--- src/hdl/gbt_pkg.sv ---
// Shared constants and types of the glyph bitmap trimmer.
// Used by the front, the glyph queue, the back and the top level.
`timescale 1ns / 1ps
package gbt_pkg;

  localparam int MAX_WIDTH   = 32;
  localparam int MAX_HEIGHT  = 32;
  localparam int ROW_W       = 32;
  localparam int ROW_IDX_W   = $clog2(MAX_HEIGHT);
  localparam int MEM_AW      = ROW_IDX_W + 1;
  localparam int MEM_DEPTH   = 2 * MAX_HEIGHT;
  localparam int CFG_W       = 6;
  localparam int CNT_W       = 6;
  localparam int CFG_IDX_W   = 1;
  localparam int OUT_TDATA_W = 40;

  localparam logic [CFG_W-1:0] WIDTH_RESET  = 6'd16;
  localparam logic [CFG_W-1:0] HEIGHT_RESET = 6'd16;

  typedef enum logic [CFG_IDX_W-1:0] {
    REG_WIDTH  = 1'b0,
    REG_HEIGHT = 1'b1
  } cfg_reg_t;

  // One finished glyph, handed from the front to the back.
  typedef struct packed {
    logic [CNT_W-1:0] rows;
    logic [CFG_W-1:0] width;
    logic [ROW_W-1:0] uni;
  } desc_t;

  // Row store write port, driven by the front.
  typedef struct packed {
    logic              en;
    logic [MEM_AW-1:0] addr;
    logic [ROW_W-1:0]  data;
  } mem_wr_t;

endpackage

--- src/hdl/gbt_front.sv ---
// Front of the glyph bitmap trimmer: configuration registers, row intake,
// column union and row count. Depends on gbt_pkg.
`timescale 1ns / 1ps
module gbt_front import gbt_pkg::*; (
  input  logic                 clk,
  input  logic                 rst,
  input  logic                 cfg_we,
  input  logic [CFG_IDX_W-1:0] cfg_index,
  input  logic [CFG_W-1:0]     cfg_wdata,
  input  logic                 row_valid,
  output logic                 row_ready,
  input  logic [ROW_W-1:0]     row_bits,
  input  logic                 q_full,
  output logic                 q_push,
  output desc_t                q_desc,
  output mem_wr_t              wr
);

  logic [CFG_W-1:0] glyph_width;
  logic [CFG_W-1:0] glyph_height;
  logic [CNT_W-1:0] rows_loaded;
  logic [ROW_W-1:0] col_union;
  logic             wr_bank;

  logic [CFG_W-1:0] w_eff;
  logic [CFG_W-1:0] h_eff;
  logic [ROW_W-1:0] mask;
  logic [ROW_W-1:0] row_m;
  logic [ROW_W-1:0] union_next;
  logic [CNT_W-1:0] rows_next;
  logic             accept;
  logic             glyph_done;

  always_ff @(posedge clk) begin
    if (rst) begin
      glyph_width  <= WIDTH_RESET;
      glyph_height <= HEIGHT_RESET;
    end else if (cfg_we) begin
      case (cfg_index)
        REG_WIDTH:  glyph_width  <= cfg_wdata;
        REG_HEIGHT: glyph_height <= cfg_wdata;
        default: ;
      endcase
    end
  end

  always_comb begin
    w_eff = glyph_width;
    if (glyph_width == '0) w_eff = CFG_W'(1);
    else if (glyph_width > CFG_W'(MAX_WIDTH)) w_eff = CFG_W'(MAX_WIDTH);
    h_eff = glyph_height;
    if (glyph_height == '0) h_eff = CFG_W'(1);
    else if (glyph_height > CFG_W'(MAX_HEIGHT)) h_eff = CFG_W'(MAX_HEIGHT);
  end

  // Keep the w leading bits; padding below the row end counts as blank.
  assign mask       = ~({ROW_W{1'b1}} >> w_eff);
  assign row_m      = row_bits & mask;
  assign union_next = col_union | row_m;
  assign rows_next  = rows_loaded + CNT_W'(1);

  assign row_ready  = !q_full;
  assign accept     = row_valid && row_ready;
  assign glyph_done = accept && (rows_next >= h_eff);

  assign wr.en   = accept;
  assign wr.addr = {wr_bank, rows_loaded[ROW_IDX_W-1:0]};
  assign wr.data = row_m;

  assign q_push      = glyph_done;
  assign q_desc.rows = rows_next;
  assign q_desc.width = w_eff;
  assign q_desc.uni  = union_next & mask;

  always_ff @(posedge clk) begin
    if (rst) begin
      rows_loaded <= '0;
      col_union   <= '0;
      wr_bank     <= 1'b0;
    end else if (accept) begin
      if (glyph_done) begin
        rows_loaded <= '0;
        col_union   <= '0;
        wr_bank     <= !wr_bank;
      end else begin
        rows_loaded <= rows_next;
        col_union   <= union_next;
      end
    end
  end

endmodule

--- src/hdl/gbt_queue.sv ---
// Two-entry queue of finished glyph descriptors between front and back.
// One entry per row store bank. Depends on gbt_pkg.
`timescale 1ns / 1ps
module gbt_queue import gbt_pkg::*; (
  input  logic  clk,
  input  logic  rst,
  input  logic  push,
  input  desc_t push_desc,
  output logic  full,
  output logic  valid,
  output desc_t head,
  input  logic  pop
);

  desc_t      entries [2];
  logic       wptr;
  logic       rptr;
  logic [1:0] count;

  assign full  = (count == 2'd2);
  assign valid = (count != 2'd0);
  assign head  = entries[rptr];

  always_ff @(posedge clk) begin
    if (push) entries[wptr] <= push_desc;
  end

  always_ff @(posedge clk) begin
    if (rst) begin
      wptr  <= 1'b0;
      rptr  <= 1'b0;
      count <= 2'd0;
    end else begin
      if (push) wptr <= !wptr;
      if (pop) rptr <= !rptr;
      case ({push, pop})
        2'b10:   count <= count + 2'd1;
        2'b01:   count <= count - 2'd1;
        default: count <= count;
      endcase
    end
  end

endmodule

--- src/hdl/gbt_back.sv ---
// Back of the glyph bitmap trimmer: double-banked row store, blank column
// measurement a byte per cycle, and row emission through a two-entry skid
// buffer. Depends on gbt_pkg.
`timescale 1ns / 1ps
module gbt_back import gbt_pkg::*; (
  input  logic             clk,
  input  logic             rst,
  input  mem_wr_t          wr,
  input  logic             q_valid,
  input  desc_t            q_desc,
  output logic             q_pop,
  output logic             out_valid,
  input  logic             out_ready,
  output logic [ROW_W-1:0] trimmed_row,
  output logic [CFG_W-1:0] real_width,
  output logic             last_row
);

  typedef enum logic [2:0] {
    ST_IDLE = 3'b001,
    ST_MEAS = 3'b010,
    ST_EMIT = 3'b100
  } back_state_t;

  typedef struct packed {
    logic [ROW_W-1:0] row;
    logic [CFG_W-1:0] rw;
    logic             last;
  } out_item_t;

  function automatic logic [3:0] lzc8(input logic [7:0] b);
    logic [3:0] n;
    logic       hit;
    n   = 4'd8;
    hit = 1'b0;
    for (int i = 7; i >= 0; i--) begin
      if (!hit && b[i]) begin
        n   = 4'(7 - i);
        hit = 1'b1;
      end
    end
    return n;
  endfunction

  function automatic logic [3:0] tzc8(input logic [7:0] b);
    logic [3:0] n;
    logic       hit;
    n   = 4'd8;
    hit = 1'b0;
    for (int i = 0; i < 8; i++) begin
      if (!hit && b[i]) begin
        n   = 4'(i);
        hit = 1'b1;
      end
    end
    return n;
  endfunction

  logic [ROW_W-1:0] store [MEM_DEPTH];
  logic [ROW_W-1:0] rd_data;

  back_state_t      state;
  logic             rd_bank;
  logic [1:0]       step;
  logic [CFG_W-1:0] cur_w;
  logic [ROW_W-1:0] cur_uni;
  logic [CNT_W-1:0] cur_n;
  logic [CFG_W-1:0] left;
  logic [CFG_W-1:0] right;
  logic             found_l;
  logic             found_r;
  logic [4:0]       sh;
  logic             sh_en;
  logic [CFG_W-1:0] real_w;
  logic [CNT_W-1:0] rd_idx;
  logic             inflight;
  logic             inflight_last;
  logic [1:0]       ocnt;
  out_item_t        e0;
  out_item_t        e1;

  logic [ROW_W-1:0] win;
  logic [7:0]       byte_l;
  logic [7:0]       byte_r;
  logic [CFG_W-1:0] left_n;
  logic [CFG_W-1:0] right_n;
  logic             found_l_n;
  logic             found_r_n;
  logic             blank;
  logic [CFG_W-1:0] real_calc;
  logic [2:0]       occ;
  logic             pop_out;
  logic             issue;
  logic             last_issue;
  logic [ROW_W-1:0] cur_mask;
  logic [ROW_W-1:0] row_masked;
  out_item_t        arrive;

  always_ff @(posedge clk) begin
    if (wr.en) store[wr.addr] <= wr.data;
    if (issue) rd_data <= store[{rd_bank, rd_idx[ROW_IDX_W-1:0]}];
  end

  // Measurement: one byte from each end of the cell per cycle.
  always_comb begin
    win       = cur_uni >> (CFG_W'(ROW_W) - cur_w);
    byte_l    = 8'(cur_uni >> (5'd24 - {step, 3'b000}));
    byte_r    = 8'(win >> {step, 3'b000});
    left_n    = left;
    right_n   = right;
    found_l_n = found_l;
    found_r_n = found_r;
    if (!found_l && byte_l != 8'd0) begin
      left_n    = {1'b0, step, 3'b000} + CFG_W'(lzc8(byte_l));
      found_l_n = 1'b1;
    end
    if (!found_r && byte_r != 8'd0) begin
      right_n   = {1'b0, step, 3'b000} + CFG_W'(tzc8(byte_r));
      found_r_n = 1'b1;
    end
    blank = (cur_uni == '0);
    if (blank) real_calc = CFG_W'(({1'b0, cur_w} * 7'd3) >> 3);
    else real_calc = cur_w - left_n - right_n;
  end

  assign pop_out    = out_valid && out_ready;
  assign occ        = {1'b0, ocnt} + {2'b00, inflight};
  assign issue      = (state == ST_EMIT) && ((occ < 3'd2) || pop_out);
  assign last_issue = issue && (rd_idx == cur_n - CNT_W'(1));
  assign q_pop      = last_issue;

  assign cur_mask   = ~({ROW_W{1'b1}} >> cur_w);
  assign row_masked = rd_data & cur_mask;

  always_comb begin
    arrive.row  = sh_en ? (row_masked << sh) : row_masked;
    arrive.rw   = real_w;
    arrive.last = inflight_last;
  end

  always_ff @(posedge clk) begin
    if (rst) begin
      state         <= ST_IDLE;
      rd_bank       <= 1'b0;
      step          <= 2'd0;
      rd_idx        <= '0;
      inflight      <= 1'b0;
      inflight_last <= 1'b0;
    end else begin
      inflight      <= issue;
      inflight_last <= last_issue;
      case (state)
        ST_IDLE: begin
          if (q_valid) begin
            state <= ST_MEAS;
            step  <= 2'd0;
          end
        end
        ST_MEAS: begin
          step <= step + 2'd1;
          if (step == 2'd3) begin
            state  <= ST_EMIT;
            rd_idx <= '0;
          end
        end
        ST_EMIT: begin
          if (issue) rd_idx <= rd_idx + CNT_W'(1);
          if (last_issue) begin
            state   <= ST_IDLE;
            rd_bank <= !rd_bank;
          end
        end
        default: state <= ST_IDLE;
      endcase
    end
  end

  // Glyph parameters, held until the glyph's last row has left the store.
  always_ff @(posedge clk) begin
    if (state == ST_IDLE && q_valid) begin
      cur_w   <= q_desc.width;
      cur_uni <= q_desc.uni;
      cur_n   <= q_desc.rows;
      left    <= '0;
      right   <= '0;
      found_l <= 1'b0;
      found_r <= 1'b0;
    end else if (state == ST_MEAS) begin
      left    <= left_n;
      right   <= right_n;
      found_l <= found_l_n;
      found_r <= found_r_n;
      if (step == 2'd3) begin
        real_w <= real_calc;
        sh     <= left_n[4:0];
        sh_en  <= !blank && (left_n != '0);
      end
    end
  end

  // Two-entry skid buffer on the result side.
  always_ff @(posedge clk) begin
    if (rst) begin
      ocnt <= 2'd0;
    end else begin
      case ({inflight, pop_out})
        2'b10:   ocnt <= ocnt + 2'd1;
        2'b01:   ocnt <= ocnt - 2'd1;
        default: ocnt <= ocnt;
      endcase
    end
  end

  always_ff @(posedge clk) begin
    case ({inflight, pop_out})
      2'b10: begin
        if (ocnt == 2'd0) e0 <= arrive;
        else e1 <= arrive;
      end
      2'b01: e0 <= e1;
      2'b11: begin
        if (ocnt == 2'd1) begin
          e0 <= arrive;
        end else begin
          e0 <= e1;
          e1 <= arrive;
        end
      end
      default: ;
    endcase
  end

  assign out_valid   = (ocnt != 2'd0);
  assign trimmed_row = e0.row;
  assign real_width  = e0.rw;
  assign last_row    = e0.last;

endmodule

--- src/hdl/glyph_bitmap_trim.sv ---
// Glyph bitmap trimmer top level: front, descriptor queue and back.
// Depends on gbt_pkg, gbt_front, gbt_queue and gbt_back.
//
// Use: rows of a glyph cell enter on s_axis, one 32-bit row per transaction,
// pixel 0 in bit 31. After glyph_height rows the glyph is complete; its rows
// then leave on m_axis in load order, shifted left past the blank columns,
// each with the glyph's visible width (3/8 of the cell width for a blank glyph); tlast marks the final row.
// Configuration (cfg_index 0 = width, 1 = height) is written with cfg_we
// while no glyph is in progress on the output side.
// The first result of a glyph follows its final row through the queue, the
// measurement at one byte per cycle, the store read and the skid buffer.
// Results then follow one per cycle while m_axis_tready is high.
// Throughput: rows are taken one per cycle while s_axis_tready is high; the
// store holds two glyphs in two banks, so a glyph loads while the previous
// one is emitted. The back measures and emits one glyph at a time;
// s_axis_tready drops while both banks are in use.
// Reset clears all control state; the row store is not cleared. A stall on
// m_axis holds the current result and, once the skid buffer fills, stops
// the store reads; input rows keep loading until both banks are full.
`timescale 1ns / 1ps
module glyph_bitmap_trim import gbt_pkg::*; (
  input  logic                   clk,
  input  logic                   rst,
  input  logic                   cfg_we,
  input  logic [CFG_IDX_W-1:0]   cfg_index,
  input  logic [CFG_W-1:0]       cfg_wdata,
  input  logic                   s_axis_tvalid,
  output logic                   s_axis_tready,
  input  logic [ROW_W-1:0]       s_axis_tdata,   // [31:0] row_bits
  output logic                   m_axis_tvalid,
  input  logic                   m_axis_tready,
  output logic [OUT_TDATA_W-1:0] m_axis_tdata,   // [31:0] trimmed_row, [37:32] real_width
  output logic                   m_axis_tlast    // last_row
);

  logic             q_full;
  logic             q_push;
  logic             q_valid;
  logic             q_pop;
  desc_t            push_desc;
  desc_t            head_desc;
  mem_wr_t          wr;
  logic [ROW_W-1:0] trimmed_row;
  logic [CFG_W-1:0] real_width;

  gbt_front u_front (
    .clk       (clk),
    .rst       (rst),
    .cfg_we    (cfg_we),
    .cfg_index (cfg_index),
    .cfg_wdata (cfg_wdata),
    .row_valid (s_axis_tvalid),
    .row_ready (s_axis_tready),
    .row_bits  (s_axis_tdata),
    .q_full    (q_full),
    .q_push    (q_push),
    .q_desc    (push_desc),
    .wr        (wr)
  );

  gbt_queue u_queue (
    .clk       (clk),
    .rst       (rst),
    .push      (q_push),
    .push_desc (push_desc),
    .full      (q_full),
    .valid     (q_valid),
    .head      (head_desc),
    .pop       (q_pop)
  );

  gbt_back u_back (
    .clk         (clk),
    .rst         (rst),
    .wr          (wr),
    .q_valid     (q_valid),
    .q_desc      (head_desc),
    .q_pop       (q_pop),
    .out_valid   (m_axis_tvalid),
    .out_ready   (m_axis_tready),
    .trimmed_row (trimmed_row),
    .real_width  (real_width),
    .last_row    (m_axis_tlast)
  );

  assign m_axis_tdata = {2'b00, real_width, trimmed_row};

endmodule

--- config.mk ---
export PLATFORM = sky130hd
export DESIGN_NAME = glyph_bitmap_trim
export DESIGN_NICKNAME = d
export VERILOG_FILES = /design/src/hdl/gbt_pkg.sv /design/src/hdl/gbt_front.sv /design/src/hdl/gbt_queue.sv /design/src/hdl/gbt_back.sv /design/src/hdl/glyph_bitmap_trim.sv
export SDC_FILE = /design/constraint.sdc
export NUM_CORES = 2
export LEC_CHECK = 0
export BUFFER_PORTS_ARGS = -buffer_cell sky130_fd_sc_hd__buf_2
export CORE_UTILIZATION = 30
export CTS_CLUSTER_SIZE = 20
export DETAILED_ROUTE_END_ITERATION = 8
export MAX_ROUTING_LAYER = met4
export PLACE_DENSITY = 0.43
export SLEW_MARGIN = 5
export SYNTH_ARGS = -nofsm -noshare
export SYNTH_HDL_FRONTEND = slang
export SYNTH_SLANG_ARGS = --single-unit
--- constraint.sdc ---
create_clock -name clk -period 8.08 [get_ports clk]
set_clock_uncertainty 0.2 [all_clocks]
set_input_delay 0 -clock clk [delete_from_list [all_inputs] [get_ports clk]]
set_output_delay 0 -clock clk [all_outputs]
set_load 0.02 [all_outputs]
==> metrics.md <==
| Metric | Value |
|---|---|
| Final Cell Area | `111,700 um2` |
| Worst Path Max Fanout | `19` |
| CP Launch Type | `flip-flop` |
| Worst hold margin | `0.05337 ns` |
| CP max stage cell | `ha_2` |
| Crit-path cells | `inv_1 > ha_2 > ha_2 > buf_4 > inv_1 > mux4_2 > a22oi_1 > a32o_1 > nor2_1 > and3_4 > and2_4 > or2_4 > mux2_4 > fa_1 > inv_1 > ha_1 > o21ai_0 > nand2b_1 > a21oi_1 > o21bai_1 > a21oi_1 > xnor2_1 > xnor2_1 > mux4_2` |
| Data arrival time of the worst path | `7.62 ns` |
| Largest net degree at the start of global routing | `123` |
| Layout Nets | `4,998` |
| Dpl cell area | `102,500 um2` |
| Fraction of layout cells with a size suffix above 1 | `0.2964` |
| Setup repair bufs after CTS | `0` |
| Async SR Flop Fraction | `0` |
| Top FF cell, synth | `edfxtp_1` |
| Cell taking the most area after synthesis | `edfxtp_1` |
| Crit path max-delay family | `adder cells` |
| Row count | `207` |
| Internal power | `20.86 mW` |
| Vias per cell | `5.021` |
| # fillers | `29,510` |
| Synth Area per Inst | `21.03 um2` |
| Clock share of power | `0.440` |
| Die Width | `567.6 um` |
| Initial core utilization | `0.3018` |
| CTS Buffer Depth | `4` |
| DR pass1 iterations | `7` |
| Synth cell count leaders | `2,302 x edfxtp_1, 722 x mux4_2, 254 x nor2_1` |
| # resized after CTS | `0` |
| Post-detail-place hpwl | `158.3 mm` |
| Vias in the first global route | `48,750` |
| Hold Path Class | `primary input to flip-flop` |
| H-tree Lvls | `5` |
| Area growth from synthesis to layout | `16.36%` |
| Status | `finished clean` |
| Via Count | `46,640` |
| Net Sw Frac | `0.2122` |
| Antenna-violating nets left | `0` |
| Setup crit end kind | `flip-flop` |
| IO Pins | `87` |
| Sequential share of the synthesized area | `0.7379` |
| Final Wtd Congestion | `0.8147` |
| Dpl cells | `8,720` |
| Clock latency on the worst-skew pair | `0.86 ns` |
| Mapped Cells | `4,565` |
| Clock sink count | `2,387` |
| Final Setup Violations | `0` |
| Final period util | `0.8981` |
| Die Area | `322,200 um2` |
| RSZ-0062 raised after global routing | `no` |
| Type of the worst setup path | `flip-flop to flip-flop` |
| Remaining global-route overflow | `0` |
| F_max | `137.8 MHz` |
| Synth top area share | `0.7202` |
| DIE HEIGHT | `567.6 um` |
| First DRT Iteration DRCs | `3,928` |
| Leak | `33.97 nW` |
| Multi-input combinational cell area | `24,510 um2` |
| Fin cells | `9,288` |
| Routed length per placed instance | `28.95 um` |
| Sequential cell area | `70,850 um2` |
| WL final | `268.9 mm` |
| YS warnings | `0` |
| Post-Syn Area | `95,980 um2` |
| DRC errors left | `0` |
| First-pass GRT wire length | `381.3 mm` |
| Total track usage | `0.1705` |
| Max Cap Violations | `0` |
| Final hold vios | `0` |
| Tot Pwr | `26.48 mW` |
| Max-slew violations | `0` |
| CTS tree | `built` |
| FF+latch count, synth | `2,387` |
| Clk slew on worst S/H paths | `0.06 ns` |
| Total CTS buffers | `270` |
| Clk root buf | `clkbuf_16` |
| Combinational share of power | `0.040` |
| Initial antenna violation count | `35` |
| Max stage delay on crit path | `0.66 ns` |
| VDD IR max | `0.1584 mV` |
| Post-synth EDFFs | `2,302` |
| IO buf count | `84` |
| Power per cell area | `237.1 nW/um2` |
| Flop pwr share | `0.520` |
| Crit path required time | `8.44 ns` |
| Most frequent cell after synthesis | `edfxtp_1` |
| Minimum clock period | `7.257 ns` |
| CP Buf/Inv Count | `4` |
| Cell variety after synth | `84` |
| Core Area | `318,100 um2` |
| Switching Power | `5.620 mW` |
| Most common cell on crit path | `inv_1` |
| Worst slew pin tran | `1.266 ns` |
| Ranking of synthesized cells by area | `edfxtp_1 72%, mux4_2 17%, dfxtp_1 1.8%` |
| Rel. slew slack | `0.1523` |
| TNS Setup | `0 ns` |
## stage by stage
step / worst slack [ns] / util
2_1_floorplan: 1.434 / -
3_3_place_gp: 0.7091 / 0.3223
3_5_place_dp: 0.7966 / 0.3223
4_1_cts: 0.7828 / 0.3511
5_1_grt: 0.3542 / 0.3511
6_report: 0.8231 / 0.3512
## power by group through the flow
stage / logic, mW / clock network, mW / registers [mW]
floorplan: 0.588 / 0 / 14.0
detailed placement: 1.04 / 0 / 14.0
global placement: 1.03 / 0 / 14.0
CTS: 1.08 / 12.0 / 13.8
finish: 1.06 / 11.6 / 13.8
global route: 1.15 / 12.4 / 13.8
## layer usage
layer  global-route usage  vias up  share of wire
met4              0.03352        0          0.016
li1                     -    19780              -
met1               0.2281    25460           0.45
met2               0.2810     1080           0.50
met5                    -        -              0
met3              0.02023      321          0.040
## layout make-up
class | instances | area share
repair buffers | 327 | 0.02379
clock buffers | 355 | 0.06608
well taps | 4180 | 0.04683
diodes | 10 | 0.0002240
inverters | 52 | 0.001748
multi-input cells | 1869 | 0.2195
flip-flops and latches | 2387 | 0.6343
clock inverters | 108 | 0.007539
## what timing repair did
item | in CTS | in global routing
endpoints found under the hold margin | 2189 | 0
hold buffers | 95 | 0
endpoints found under the setup margin | 0 | 0
## cell usage in the layout, fill, tap and decap left out, types with 25 or more instances in the layout
| master | count |
|---|---|
| nor2_4 | 65 |
| a21oi_1 | 94 |
| ha_1 | 40 |
| nor2_1 | 189 |
| dfxtp_1 | 78 |
| dlygate4sd3_1 | 95 |
| clkbuf_16 | 282 |
| inv_1 | 47 |
| mux2_2 | 68 |
| nand3_1 | 28 |
| xnor2_1 | 28 |
| a22o_1 | 29 |
| edfxtp_1 | 2302 |
| mux2i_1 | 96 |
| o21a_1 | 25 |
| mux4_2 | 722 |
| clkbuf_1 | 68 |
| clkinv_1 | 50 |
| nand2_1 | 92 |
| buf_2 | 84 |
| buf_4 | 134 |
| clkinv_2 | 31 |
| o21ai_0 | 74 |
## cell families (layout without fill, tap and decap cells)
| family | after synthesis | count (layout) | share of synthesized area |
|---|---|---|---|
| multiplexers | 890 | 890 | 0.1880 |
| AND/OR/NAND/NOR | 539 | 539 | 0.02618 |
| AO/OA/AOI/OAI | 348 | 348 | 0.02393 |
| other | 1 | 12 | 0.00003907 |
| buffers and inverters | 310 | 842 | 0.01336 |
| XOR/XNOR | 43 | 43 | 0.004067 |
| adder cells (fa/ha/maj) | 47 | 47 | 0.006518 |
| flip-flops | 2387 | 2387 | 0.7379 |
## registers in the layout, summed over array words and instances (netlist names), 32 cells and up
signal              cells
u_back.e1              39
u_back.rd_data         32
u_back.store         2048
u_queue.entries        88
u_back.cur_uni         32
u_back.trimmed_row     32
u_front.col_union      32
## worst reg2reg max path: stages, from the launching register on
cell and delay [ns]:
edfxtp_1 0.53, inv_1 0.14, ha_2 0.24, ha_2 0.66
buf_4 0.43, inv_1 0.28, mux4_2 0.53, a22oi_1 0.29
a32o_1 0.26, nor2_1 0.08, and3_4 0.20, and2_4 0.17
or2_4 0.28, mux2_4 0.32, fa_1 0.58, inv_1 0.05
ha_1 0.18, o21ai_0 0.15, nand2b_1 0.08, a21oi_1 0.22
o21bai_1 0.10, a21oi_1 0.17, xnor2_1 0.09, xnor2_1 0.26
mux4_2 0.53
## path summary, 6_finish.rpt
check,start,end,slack [ns],cells after the start
setup / recovery,u_back.cur_w[1]$_DFFE_PP_,u_back.real_w[5]$_SDFFCE_PP0P_,0.82,24
hold / removal,s_axis_tdata[24],u_queue.entries[0][24]$_DFFE_PP_,0.05,4
setup reg to reg,u_back.cur_w[1]$_DFFE_PP_,u_back.real_w[5]$_SDFFCE_PP0P_,0.82,24
hold reg to reg,u_back.real_w[4]$_SDFFCE_PP0P_,u_back.e1[5]$_DFFE_PP_,0.26,0
No activity file was read; power rests on OpenSTA's default activity.
